File: src/rtl/abpb_pkg.sv
// Shared types, constants and colour arithmetic for the sprite pixel blitter.
package abpb_pkg;

	localparam int COORD_BITS_DEF  = 12;
	localparam int QUEUE_DEPTH_DEF = 4;
	localparam int SCREEN_W        = 12;
	localparam int ORIGIN_W        = 16;
	localparam int CH_W            = 8;
	localparam int PROD_W          = 16;
	localparam int CFG_DATA_W      = 32;
	localparam int CFG_ADDR_W      = 5;

	localparam logic [SCREEN_W-1:0] WIDTH_RST  = 12'd320;
	localparam logic [SCREEN_W-1:0] HEIGHT_RST = 12'd240;
	localparam logic [CH_W-1:0]     ALPHA_MAX_CLEAR = 8'd63;
	localparam logic [PROD_W-1:0]   ROUND_HALF = 16'd127;

	typedef enum logic [2:0] {
		REG_ORIGIN_COL    = 3'd0,
		REG_ORIGIN_ROW    = 3'd1,
		REG_SCREEN_WIDTH  = 3'd2,
		REG_SCREEN_HEIGHT = 3'd3,
		REG_BRIGHTNESS    = 3'd4,
		REG_DITHER        = 3'd5
	} reg_idx_t;

	typedef enum logic [2:0] {
		DIM_FULL      = 3'd0,
		DIM_3Q        = 3'd1,
		DIM_HALF      = 3'd2,
		DIM_QUARTER   = 3'd3,
		DIM_EIGHTH    = 3'd4,
		DIM_SIXTEENTH = 3'd5
	} dim_level_t;

	typedef struct packed {
		logic signed [ORIGIN_W-1:0] origin_col;
		logic signed [ORIGIN_W-1:0] origin_row;
		logic [SCREEN_W-1:0]        width;
		logic [SCREEN_W-1:0]        height;
		logic [2:0]                 level;
		logic                       dither;
	} cfg_t;

	// draw: visible pixel; paint: visible and not dithered to black
	typedef struct packed {
		logic                draw;
		logic                paint;
		logic [SCREEN_W-1:0] col;
		logic [SCREEN_W-1:0] row;
		logic [CH_W-1:0]     alpha;
		logic [CH_W-1:0]     red;
		logic [CH_W-1:0]     green;
		logic [CH_W-1:0]     blue;
		logic                eor;
	} pix_item_t;

	// floor(x / 255) for x below 65280 as ((x + 1) * 257) >> 16
	function automatic logic [CH_W-1:0] div255(input logic [PROD_W-1:0] x);
		logic [PROD_W:0]   x1;
		logic [PROD_W+8:0] m;
		x1 = {1'b0, x} + 17'd1;
		m  = {x1, 8'd0} + {8'd0, x1};
		return m[PROD_W+7:PROD_W];
	endfunction

	function automatic logic [CH_W-1:0] dim_channel(input logic [CH_W-1:0] c,
			input logic [2:0] level);
		logic [CH_W+1:0] t;
		t = {1'b0, c, 1'b0} + {2'b00, c} + 10'd2;
		case (level)
			DIM_3Q:        return t[CH_W+1:2];
			DIM_HALF:      return {1'b0, c[CH_W-1:1]};
			DIM_QUARTER:   return {2'b0, c[CH_W-1:2]};
			DIM_EIGHTH:    return {3'b0, c[CH_W-1:3]};
			DIM_SIXTEENTH: return {4'b0, c[CH_W-1:4]};
			default:       return c;
		endcase
	endfunction

	function automatic logic [15:0] pack565(input logic [CH_W-1:0] r,
			input logic [CH_W-1:0] g, input logic [CH_W-1:0] b);
		return {r[7:3], g[7:2], b[7:3]};
	endfunction

endpackage

File: src/rtl/abpb_front.sv
// Front stage: place the pixel on screen, clip it and classify it for the queue.
module abpb_front #(
	parameter int COORD_BITS = abpb_pkg::COORD_BITS_DEF
) (
	input  logic                    clk,
	input  logic                    arst_n,
	input  abpb_pkg::cfg_t          cfg,
	input  logic                    in_valid,
	output logic                    in_ready,
	input  logic [COORD_BITS-1:0]   img_col,
	input  logic [COORD_BITS-1:0]   img_row,
	input  logic [7:0]              alpha_in,
	input  logic [7:0]              red_in,
	input  logic [7:0]              green_in,
	input  logic [7:0]              blue_in,
	input  logic                    end_of_run,
	input  logic                    queue_full,
	output logic                    push,
	output logic                    stage_valid,
	output abpb_pkg::pix_item_t     item
);
	import abpb_pkg::*;

	localparam int SUM_W = ((COORD_BITS + 1 > ORIGIN_W) ? COORD_BITS + 1 : ORIGIN_W) + 1;

	logic signed [SUM_W-1:0] sx;
	logic signed [SUM_W-1:0] sy;
	logic                    on_x;
	logic                    on_y;
	logic                    visible;
	logic                    black;
	pix_item_t               item_d;
	pix_item_t               item_s1;
	logic                    valid_s1;

	always_comb begin
		sx = SUM_W'(cfg.origin_col) + $signed(SUM_W'(img_col));
		sy = SUM_W'(cfg.origin_row) + $signed(SUM_W'(img_row));
		on_x = !sx[SUM_W-1] && (sx[SUM_W-2:0] < (SUM_W-1)'(cfg.width));
		on_y = !sy[SUM_W-1] && (sy[SUM_W-2:0] < (SUM_W-1)'(cfg.height));
		visible = on_x && on_y && (alpha_in > ALPHA_MAX_CLEAR);
		black = cfg.dither && (sx[0] ^ sy[0]);
		item_d.draw  = visible;
		item_d.paint = visible && !black;
		item_d.col   = visible ? sx[SCREEN_W-1:0] : '0;
		item_d.row   = visible ? sy[SCREEN_W-1:0] : '0;
		item_d.alpha = alpha_in;
		item_d.red   = red_in;
		item_d.green = green_in;
		item_d.blue  = blue_in;
		item_d.eor   = end_of_run;
	end

	assign push        = valid_s1 && !queue_full;
	assign in_ready    = !valid_s1 || !queue_full;
	assign stage_valid = valid_s1;
	assign item        = item_s1;

	always_ff @(posedge clk or negedge arst_n) begin
		if (!arst_n) begin
			valid_s1 <= 1'b0;
		end else if (in_ready) begin
			valid_s1 <= in_valid;
		end
	end

	always_ff @(posedge clk) begin
		if (in_ready && in_valid) begin
			item_s1 <= item_d;
		end
	end

endmodule

File: src/rtl/abpb_fifo.sv
// Short request queue between the front and back stages.
module abpb_fifo #(
	parameter int DEPTH = abpb_pkg::QUEUE_DEPTH_DEF
) (
	input  logic                clk,
	input  logic                arst_n,
	input  logic                push,
	input  abpb_pkg::pix_item_t push_item,
	output logic                full,
	input  logic                pop,
	output logic                not_empty,
	output abpb_pkg::pix_item_t pop_item
);
	import abpb_pkg::*;

	localparam int PTR_W = (DEPTH > 1) ? $clog2(DEPTH) : 1;
	localparam int CNT_W = $clog2(DEPTH + 1);

	pix_item_t        mem_q [DEPTH];
	logic [PTR_W-1:0] wr_ptr_q;
	logic [PTR_W-1:0] rd_ptr_q;
	logic [CNT_W-1:0] cnt_q;

	assign full      = (cnt_q == CNT_W'(DEPTH));
	assign not_empty = (cnt_q != '0);
	assign pop_item  = mem_q[rd_ptr_q];

	always_ff @(posedge clk or negedge arst_n) begin
		if (!arst_n) begin
			wr_ptr_q <= '0;
			rd_ptr_q <= '0;
			cnt_q    <= '0;
		end else begin
			if (push) begin
				wr_ptr_q <= (wr_ptr_q == PTR_W'(DEPTH - 1)) ? '0 : wr_ptr_q + 1'b1;
			end
			if (pop) begin
				rd_ptr_q <= (rd_ptr_q == PTR_W'(DEPTH - 1)) ? '0 : rd_ptr_q + 1'b1;
			end
			if (push && !pop) begin
				cnt_q <= cnt_q + 1'b1;
			end else if (pop && !push) begin
				cnt_q <= cnt_q - 1'b1;
			end
		end
	end

	always_ff @(posedge clk) begin
		if (push) begin
			mem_q[wr_ptr_q] <= push_item;
		end
	end

`ifndef ASSERT_OFF
	a_no_overflow: assert property (@(posedge clk) disable iff (!arst_n)
		push |-> (cnt_q != CNT_W'(DEPTH)))
		else $error("queue written while full");
	a_no_underflow: assert property (@(posedge clk) disable iff (!arst_n)
		pop |-> (cnt_q != '0))
		else $error("queue read while empty");
	a_count_track: assert property (@(posedge clk) disable iff (!arst_n)
		(push && !pop) |=> (cnt_q == $past(cnt_q) + 1'b1))
		else $error("queue count did not advance on write");
`endif

endmodule

File: src/rtl/abpb_back.sv
// Back stages: premultiply by alpha, dim, pack to RGB565 and hold the result.
module abpb_back (
	input  logic                clk,
	input  logic                arst_n,
	input  logic [2:0]          level,
	input  logic                req_valid,
	output logic                pop,
	input  abpb_pkg::pix_item_t req,
	output logic                out_valid,
	input  logic                out_ready,
	output logic                write_enable,
	output logic [11:0]         screen_col,
	output logic [11:0]         screen_row,
	output logic [15:0]         color565,
	output logic                run_done
);
	import abpb_pkg::*;

	logic                valid_s1;
	logic                valid_s2;
	logic                take_s1;
	logic                take_s2;
	logic [PROD_W-1:0]   prod_r_s1;
	logic [PROD_W-1:0]   prod_g_s1;
	logic [PROD_W-1:0]   prod_b_s1;
	logic                draw_s1;
	logic                paint_s1;
	logic [SCREEN_W-1:0] col_s1;
	logic [SCREEN_W-1:0] row_s1;
	logic                eor_s1;
	logic [15:0]         color_d;
	logic                draw_s2;
	logic [SCREEN_W-1:0] col_s2;
	logic [SCREEN_W-1:0] row_s2;
	logic [15:0]         color_s2;
	logic                eor_s2;

	assign take_s2 = !valid_s2 || out_ready;
	assign take_s1 = !valid_s1 || take_s2;
	assign pop     = req_valid && take_s1;

	always_comb begin
		color_d = pack565(dim_channel(div255(prod_r_s1), level),
			dim_channel(div255(prod_g_s1), level),
			dim_channel(div255(prod_b_s1), level));
		if (!paint_s1) begin
			color_d = '0;
		end
	end

	always_ff @(posedge clk or negedge arst_n) begin
		if (!arst_n) begin
			valid_s1 <= 1'b0;
			valid_s2 <= 1'b0;
		end else begin
			if (take_s1) begin
				valid_s1 <= req_valid;
			end
			if (take_s2) begin
				valid_s2 <= valid_s1;
			end
		end
	end

	always_ff @(posedge clk) begin
		if (pop) begin
			prod_r_s1 <= {8'd0, req.red} * {8'd0, req.alpha} + ROUND_HALF;
			prod_g_s1 <= {8'd0, req.green} * {8'd0, req.alpha} + ROUND_HALF;
			prod_b_s1 <= {8'd0, req.blue} * {8'd0, req.alpha} + ROUND_HALF;
			draw_s1   <= req.draw;
			paint_s1  <= req.paint;
			col_s1    <= req.col;
			row_s1    <= req.row;
			eor_s1    <= req.eor;
		end
		if (take_s2 && valid_s1) begin
			draw_s2  <= draw_s1;
			col_s2   <= col_s1;
			row_s2   <= row_s1;
			color_s2 <= color_d;
			eor_s2   <= eor_s1;
		end
	end

	assign out_valid    = valid_s2;
	assign write_enable = draw_s2;
	assign screen_col   = col_s2;
	assign screen_row   = row_s2;
	assign color565     = color_s2;
	assign run_done     = eor_s2;

endmodule

File: src/rtl/argb_pixel_blit_rgb565.sv
// Top level of the sprite pixel blitter: register port, front, queue and back.
// Throughput: one pixel per clock while the output is not stalled; each request
// yields one result. A pixel is registered in turn in the front stage, a queue
// slot, the multiply stage and the output register.
// The queue holds QUEUE_DEPTH requests so the front keeps taking pixels while the
// output is stalled; input stalls only once the front stage and queue are full.
// Reset (arst_n low) empties all stages and loads the registers with their defaults.
module argb_pixel_blit_rgb565 #(
	parameter int COORD_BITS  = abpb_pkg::COORD_BITS_DEF,
	parameter int QUEUE_DEPTH = abpb_pkg::QUEUE_DEPTH_DEF
) (
	input  logic                                clk,
	input  logic                                arst_n,
	input  logic                                psel,
	input  logic                                penable,
	input  logic                                pwrite,
	input  logic [abpb_pkg::CFG_ADDR_W-1:0]     paddr,
	input  logic [abpb_pkg::CFG_DATA_W-1:0]     pwdata,
	output logic [abpb_pkg::CFG_DATA_W-1:0]     prdata,
	output logic                                pready,
	input  logic                                in_valid,
	output logic                                in_ready,
	input  logic [COORD_BITS-1:0]               img_col,
	input  logic [COORD_BITS-1:0]               img_row,
	input  logic [7:0]                          alpha_in,
	input  logic [7:0]                          red_in,
	input  logic [7:0]                          green_in,
	input  logic [7:0]                          blue_in,
	input  logic                                end_of_run,
	output logic                                out_valid,
	input  logic                                out_ready,
	output logic                                write_enable,
	output logic [11:0]                         screen_col,
	output logic [11:0]                         screen_row,
	output logic [15:0]                         color565,
	output logic                                run_done
);
	import abpb_pkg::*;

	cfg_t      cfg_q;
	logic      cfg_wr;
	reg_idx_t  reg_sel;
	logic      queue_full;
	logic      queue_push;
	logic      queue_pop;
	logic      queue_not_empty;
	logic      front_valid;
	pix_item_t front_item;
	pix_item_t queue_item;

	assign pready  = 1'b1;
	assign cfg_wr  = psel && penable && pwrite && pready;
	assign reg_sel = reg_idx_t'(paddr[CFG_ADDR_W-1:2]);

	always_ff @(posedge clk or negedge arst_n) begin
		if (!arst_n) begin
			cfg_q.origin_col <= '0;
			cfg_q.origin_row <= '0;
			cfg_q.width      <= WIDTH_RST;
			cfg_q.height     <= HEIGHT_RST;
			cfg_q.level      <= DIM_FULL;
			cfg_q.dither     <= 1'b0;
		end else if (cfg_wr) begin
			unique case (reg_sel)
				REG_ORIGIN_COL:    cfg_q.origin_col <= pwdata[ORIGIN_W-1:0];
				REG_ORIGIN_ROW:    cfg_q.origin_row <= pwdata[ORIGIN_W-1:0];
				REG_SCREEN_WIDTH:  cfg_q.width      <= pwdata[SCREEN_W-1:0];
				REG_SCREEN_HEIGHT: cfg_q.height     <= pwdata[SCREEN_W-1:0];
				REG_BRIGHTNESS:    cfg_q.level      <= pwdata[2:0];
				REG_DITHER:        cfg_q.dither     <= pwdata[0];
				default:           ;
			endcase
		end
	end

	always_comb begin
		unique case (reg_sel)
			REG_ORIGIN_COL:    prdata = CFG_DATA_W'(cfg_q.origin_col);
			REG_ORIGIN_ROW:    prdata = CFG_DATA_W'(cfg_q.origin_row);
			REG_SCREEN_WIDTH:  prdata = CFG_DATA_W'(cfg_q.width);
			REG_SCREEN_HEIGHT: prdata = CFG_DATA_W'(cfg_q.height);
			REG_BRIGHTNESS:    prdata = CFG_DATA_W'(cfg_q.level);
			REG_DITHER:        prdata = CFG_DATA_W'(cfg_q.dither);
			default:           prdata = '0;
		endcase
	end

	abpb_front #(
		.COORD_BITS(COORD_BITS)
	) u_front (
		.clk        (clk),
		.arst_n     (arst_n),
		.cfg        (cfg_q),
		.in_valid   (in_valid),
		.in_ready   (in_ready),
		.img_col    (img_col),
		.img_row    (img_row),
		.alpha_in   (alpha_in),
		.red_in     (red_in),
		.green_in   (green_in),
		.blue_in    (blue_in),
		.end_of_run (end_of_run),
		.queue_full (queue_full),
		.push       (queue_push),
		.stage_valid(front_valid),
		.item       (front_item)
	);

	abpb_fifo #(
		.DEPTH(QUEUE_DEPTH)
	) u_fifo (
		.clk      (clk),
		.arst_n   (arst_n),
		.push     (queue_push),
		.push_item(front_item),
		.full     (queue_full),
		.pop      (queue_pop),
		.not_empty(queue_not_empty),
		.pop_item (queue_item)
	);

	abpb_back u_back (
		.clk         (clk),
		.arst_n      (arst_n),
		.level       (cfg_q.level),
		.req_valid   (queue_not_empty),
		.pop         (queue_pop),
		.req         (queue_item),
		.out_valid   (out_valid),
		.out_ready   (out_ready),
		.write_enable(write_enable),
		.screen_col  (screen_col),
		.screen_row  (screen_row),
		.color565    (color565),
		.run_done    (run_done)
	);

`ifndef ASSERT_OFF
	a_skip_clears_fields: assert property (@(posedge clk) disable iff (!arst_n)
		(out_valid && !write_enable) |->
			(color565 == '0 && screen_col == '0 && screen_row == '0))
		else $error("skipped pixel carries coordinates or colour");
	a_stall_only_when_full: assert property (@(posedge clk) disable iff (!arst_n)
		!in_ready |-> (front_valid && queue_full))
		else $error("input stalled with room downstream");
	a_room_means_ready: assert property (@(posedge clk) disable iff (!arst_n)
		!queue_full |-> in_ready)
		else $error("input not ready while queue has room");
`endif

endmodule
File: config.mk
export PLATFORM = sky130hd
export DESIGN_NAME = argb_pixel_blit_rgb565
export DESIGN_NICKNAME = d
export VERILOG_FILES = /design/src/rtl/abpb_pkg.sv /design/src/rtl/abpb_front.sv /design/src/rtl/abpb_fifo.sv /design/src/rtl/abpb_back.sv /design/src/rtl/argb_pixel_blit_rgb565.sv
export SDC_FILE = /design/constraint.sdc
export NUM_CORES = 1
export LEC_CHECK = 0
export BUFFER_PORTS_ARGS = -buffer_cell sky130_fd_sc_hd__buf_2
export CAP_MARGIN = 25
export CORE_UTILIZATION = 55
export DETAILED_ROUTE_END_ITERATION = 12
export HOLD_SLACK_MARGIN = 0.08
export PLACE_DENSITY = 0.77
export REMOVE_ABC_BUFFERS = 1
export SYNTH_ARGS = -nofsm -noshare
export SYNTH_HDL_FRONTEND = slang
export SYNTH_HIERARCHICAL = 1
export SYNTH_SLANG_ARGS = --single-unit
File: constraint.sdc
create_clock -name clk -period 12.9 [get_ports clk]
set_input_delay 3.225 -clock clk [delete_from_list [all_inputs] [get_ports clk]]
set_output_delay 3.225 -clock clk [all_outputs]
set_load 0.03 [all_outputs]
Word-level counts from Yosys, hierarchy flattened --
Memories as Yosys holds them, arrays and structs flattened. Cells that the tools add are included. Widths: inputs -> output; s select.
Word-level totals: output and inout port bits 77, register bits after elaboration 246, memory bits (writable) 236, memories 1
Cells by class: equal/unequal tests 13, bitwise gates (word level) 1, multiply operators 3, muxes and demuxes 10, reduce and logical (&&, ||, !) cells 35, $lt $le $gt $ge 3, $add $sub $neg 21
Memory list:
- u_fifo.mem_q | depth 4, bits a word 59, rd ports 1, clocked after memory_dff 0, write ports 1, line abpb_fifo.sv:19 | pix_item_t mem_q [DEPTH];
Operators by type and width (count):
- $pmux 32 s6 | 1
- $pmux 8 s5 | 3
- $add 24x17->24 | 3
- $add 16x1->17 const B | 3
- $add 16x7->16 const B | 3
- $mul 8x8->16 | 3
- $add 16x13->17 | 2
- $lt 16x12->1 | 2
- $add 10x2->10 const B | 3
- $add 9x8->10 | 3
- $eq 3x3->1 const B | 5
- $logic_and 1x1->1 | 14
- $eq 3x2->1 const B | 4
- $reduce_and 2->1 | 6
- $logic_not 1->1 | 9
- $gt 8x6->1 const B | 1
- $eq 3x1->1 const B | 2
- $mux 3 | 2
- $add 2x1->2 const B | 2
- $eq 2x2->1 const B | 2
- $mux 2 | 2
- $add 3x1->3 const B | 1
- $logic_not 3->1 | 1
- $logic_or 1x1->1 | 3
- other kinds (5) | 6

Logic depth before layout (Yosys ltp) --
word-level depth 7, gate-level depth with buffers 26

Cells and area by module --
The synthesis kept the hierarchy.
By module, submodules not included:
- abpb_back | seq. area each 3563.4 um2, cells each 1473, area an instance 14128.6 um2, times used 1
- abpb_fifo | seq. area each 7262.0 um2, cells each 346, area an instance 8997.4 um2, times used 1
- abpb_front | seq. area each 1796.7 um2, cells each 361, area an instance 3895.0 um2, times used 1
- argb_pixel_blit_rgb565 | seq. area each 1508.9 um2, cells each 204, area an instance 2950.3 um2, times used 1

Worst setup path before layout --
OpenSTA, ideal clock, no wires.
kind input to register, start point in out_ready, end point reg u_fifo.cnt_q[1], setup slack 2497 ps, stages on the path 7, arrival 10279 ps, required time 12775 ps, library setup time 125 ps, cells stage by stage nor2b_1 a21boi_0 inv_1 ha_1 inv_1 fa_1 mux2_2
On the way: longest elaborated chain between the ends 6
Ends and longest elaborated chain:
- from (decl) | line argb_pixel_blit_rgb565.sv:31 | input logic out_ready,
- $logic_or 1x1->1 (*) | line abpb_back.sv:38 | assign take_s2 = !valid_s2 || out_ready;
- $logic_or 1x1->1 (*) | line abpb_back.sv:39 | assign take_s1 = !valid_s1 || take_s2;
- $logic_and 1x1->1 (*) | line abpb_back.sv:40 | assign pop = req_valid && take_s1;
- named net queue_pop | line argb_pixel_blit_rgb565.sv:45 | logic queue_pop;
- $logic_not 1->1 | line abpb_fifo.sv:40 | if (push && !pop) begin
- $logic_and 1x1->1 | line abpb_fifo.sv:40
- $mux 3 / $reduce_bool 2->1 (equally long branches)
- to (signal assigned) | line abpb_fifo.sv:41 | cnt_q <= cnt_q + 1'b1;
- to (signal assigned) | line abpb_fifo.sv:43 | cnt_q <= cnt_q - 1'b1;
- to (decl) | line abpb_fifo.sv:22 | logic [CNT_W-1:0] cnt_q;
Mark *: on every way through the listed nets, which the timed path passes. The rest lies on a longest branch. A chain may end at the register's enable or synchronous reset.

Worst setup path after layout --
start point in paddr[2] in the netlist's numbering, end point out prdata[20] in the netlist's numbering
On the way: longest elaborated chain between the ends 2
Ends and longest elaborated chain:
- from (decl) | line argb_pixel_blit_rgb565.sv:17 | input logic [abpb_pkg::CFG_ADDR_W-1:0] paddr,
- $eq 3x3->1, or another cell as far along | line argb_pixel_blit_rgb565.sv:77 | unique case (reg_sel)
- $pmux 32 s6 (*) | line argb_pixel_blit_rgb565.sv:77
- to (decl) | line argb_pixel_blit_rgb565.sv:19 | output logic [abpb_pkg::CFG_DATA_W-1:0] prdata,
Mark *: on every way between the ends. The rest lies on a longest branch, timed or not.

==> results_dict.tcl <==
set metrics [dict create \
    status "finished clean" \
    dieArea_um2 55400 \
    cts_setup_buffers 0 \
    ys_seq_area_share_pct 47.1 \
    ys_warn_count 6 \
    cp-end-kind "output port" \
    syn_inst 2384 \
    cp_max_fo 26 \
    synth.avg_cell_area_um2 12.6 \
    initial_utilization_pct 55.7 \
    path_clk_slew_ns 0.06 \
    finalHoldViolCount 0 \
    syn_to_final_growth_pct 10.1 \
    pin_count 178 \
    setup_viol 0 \
    cts-root-buf "clkbuf_16" \
    fin_skew_ns 0.0350 \
    core_um2 53800 \
    drt_iter0_drc 1166 \
    synth-edff-count 412 \
    grt_pass1_vias 19727 \
    cts_tree "done" \
    max_freq_ghz 0.124 \
    port_buffers 158 \
    worstMarginPinSlew_ns 1.05 \
    dr.pass1.iters 7 \
    rows 85 \
    drt_wl_total_um 62400 \
    hold_buffers 0 \
    fillers 4053 \
    synthMuxAreaShare_pct 8.17 \
    ys_ff_latch 482 \
    antenna_found_initial 3 \
    vias 18977 \
    yosys.area_share.xor_xnor_pct 3.95 \
    async_flop_share_pct 14.5 \
    ctsLongestPathBuffers 3 \
    synth-simple-area-share_pct 10.8 \
    setup_slack_ns 4.84 \
    cts-buffers-inserted 52 \
    synth_top_family_by_area "adder cells" \
    hold_path.class "reg2reg" \
    start_kind "input pin" \
    final_area_um2 33000 \
    pre_cts_slack_ns 4.80 \
    min_period_over_period_pct 62.5 \
    grtUsageTotal_pct 22.7 \
    htreeDepth 2 \
    clkLatencyLatePin_ns 0.61 \
    cts.sinks 482 \
    drv_cap 0 \
    vias_per_cell 5.81 \
    slew_viol_final 0 \
    cp.required_ns 9.68 \
    die_w_um 235 \
    synthFlopType "edfxtp_1" \
    min_period_ns 8.06 \
    yosysUniqueCellTypes 106 \
    slew-limit-headroom_pct 30.2 \
    gp_congestion 0.956 \
    multi_input_area_um2 14400 \
    grt_pass1_wl_um 101000 \
    worstPathArrival_ns 4.83 \
    rsz0062_at_grt "false" \
    synth_area_um2 30000 \
    placed_cell_area_um2 31200 \
    final_antenna_net_count 0 \
    final-seq-area_um2 14100 \
    drive_above_1_share_pct 18.4 \
    crit_type "in2out" \
    synthAdderAreaFrac_pct 17.0 \
    fin_nets 2959 \
    grt_max_degree 71 \
    wl_per_cell_um 19.1 \
    cts_resized 0 \
    synth_compound_area_share_pct 7.99 \
    hpwl_um 43600 \
    grt.overflow.total 0 \
    die_h_um 235 \
    drc 0 \
]
-- placed cells by master, fill, tap and decap left out, types with 82 or more instances in the layout --
cell,n
inv_1,244
fa_1,129
xnor2_1,87
buf_2,159
nor2_1,85
ha_1,202
nand2_1,200
edfxtp_1,412
and2_1,90
a21oi_1,82
-- state kept, by name, summed over array words and instances, names as in the netlist, 12 cells and up --
register	cells
u_back/screen_row	12
u_front/item	59
cfg_q	60
u_back/prod_r_s1	16
u_back/prod_g_s1	16
u_back/screen_col	12
u_back/row_s1	12
u_back/color565	16
u_back/prod_b_s1	16
u_fifo/mem_q	236
u_back/col_s1	12
-- worst max-delay path, stage by stage --
cell and delay [ns]:
buf_2 0.55, mux2i_1 0.16, nor3_1 0.39, buf_2 0.27, buf_2 0.22
-- per-stage QoR --
stage / utilization [%] / std cells / TNS (ns) / hold slack, ns
after global placement: 58.0 / 3167 / 0 / 0.405
after global routing: 61.3 / 3266 / 0 / 0.433
after floorplan: - / 2299 / -65.65 / 0.400
final: 61.3 / 3267 / 0 / 0.418
after detailed placement: 58.0 / 3168 / 0 / 0.405
after CTS: 61.3 / 3265 / 0 / 0.418
-- layer usage --
layer | track usage (%) | wire, µm
met3 | 3.93 | 3370
met1 | 28.2 | 26000
met2 | 40.2 | 31300
met5 | 0 | 26
met4 | 7.33 | 1720
-- cell usage after synthesis (5+ instances only) --
cell type / count / area, µm²
a21o_1: 26 / 195
nand2_1: 200 / 751
mux2_2: 56 / 631
dfstp_2: 6 / 158
nor3_1: 39 / 195
o21ai_0: 56 / 280
ha_1: 202 / 2530
fa_1: 129 / 2580
nor4_1: 12 / 75.1
a21oi_1: 82 / 410
xnor2_1: 87 / 762
or2_2: 8 / 50.1
o21a_1: 11 / 82.6
buf_2: 13 / 65.1
mux2i_1: 11 / 110
and2_1: 96 / 601
mux2_4: 10 / 150
nor2_2: 20 / 125
nor2_1: 85 / 319
clkbuf_1: 40 / 150
nor3b_1: 5 / 37.5
buf_4: 20 / 150
a31oi_1: 10 / 62.6
edfxtp_1: 412 / 12400
and4_1: 5 / 43.8
or3_1: 9 / 56.3
nand4_1: 15 / 93.8
nand4b_1: 5 / 43.8
nand2b_1: 18 / 113
o22ai_1: 7 / 43.8
o21bai_1: 16 / 120
a21boi_0: 8 / 60.1
o211ai_1: 19 / 143
inv_1: 244 / 916
xor2_1: 45 / 394
and3_1: 20 / 125
nor2b_1: 24 / 150
o31ai_1: 6 / 45.0
nand3_1: 43 / 215
buf_12: 6 / 120
a211oi_1: 12 / 90.1
dfrtp_1: 64 / 1600
mux4_2: 68 / 1530
-- layout make-up --
| cell class | instances | share of cell area (%) |
|---|---|---|
| repair buffers | 174 | 2.81 |
| well taps | 696 | 2.64 |
| diodes | 1 | 0.00758 |
| clock buffers | 59 | 4.02 |
| multi-input cells | 1572 | 43.6 |
| inverters | 245 | 2.79 |
| flip-flops and latches | 482 | 42.8 |
| clock inverters | 38 | 1.26 |
-- path summary, 6_finish.rpt --
check                      slack [ns]  cells after the start                from              endpoint
max                              4.84                      5            paddr[2]            prdata[20]
min                              0.42                      0    u_back/col_s1[7]  u_back/screen_col[7]
max reg2reg                      5.91                     20  u_fifo/rd_ptr_q[0]  u_back/prod_g_s1[15]
min reg2reg                      0.42                      0    u_back/col_s1[7]  u_back/screen_col[7]
max in group asynchronous        9.40                      2              arst_n    u_fifo/rd_ptr_q[0]
min in group asynchronous        2.81                      2              arst_n             cfg_q[20]
-- kinds of logic after synthesis --
group / Yosys count
and+or+nand+nor: 628
DFF: 482
AOI/OAI and AO/OA: 333
adders and majority gates: 331
buffers and inverters: 330
muxes: 146
xor gates and xnor gates: 133
other: 1
Power is left out: the tool's default activity adds up to more than one toggle a clock period on the data nets, which glitch-free logic cannot reach.
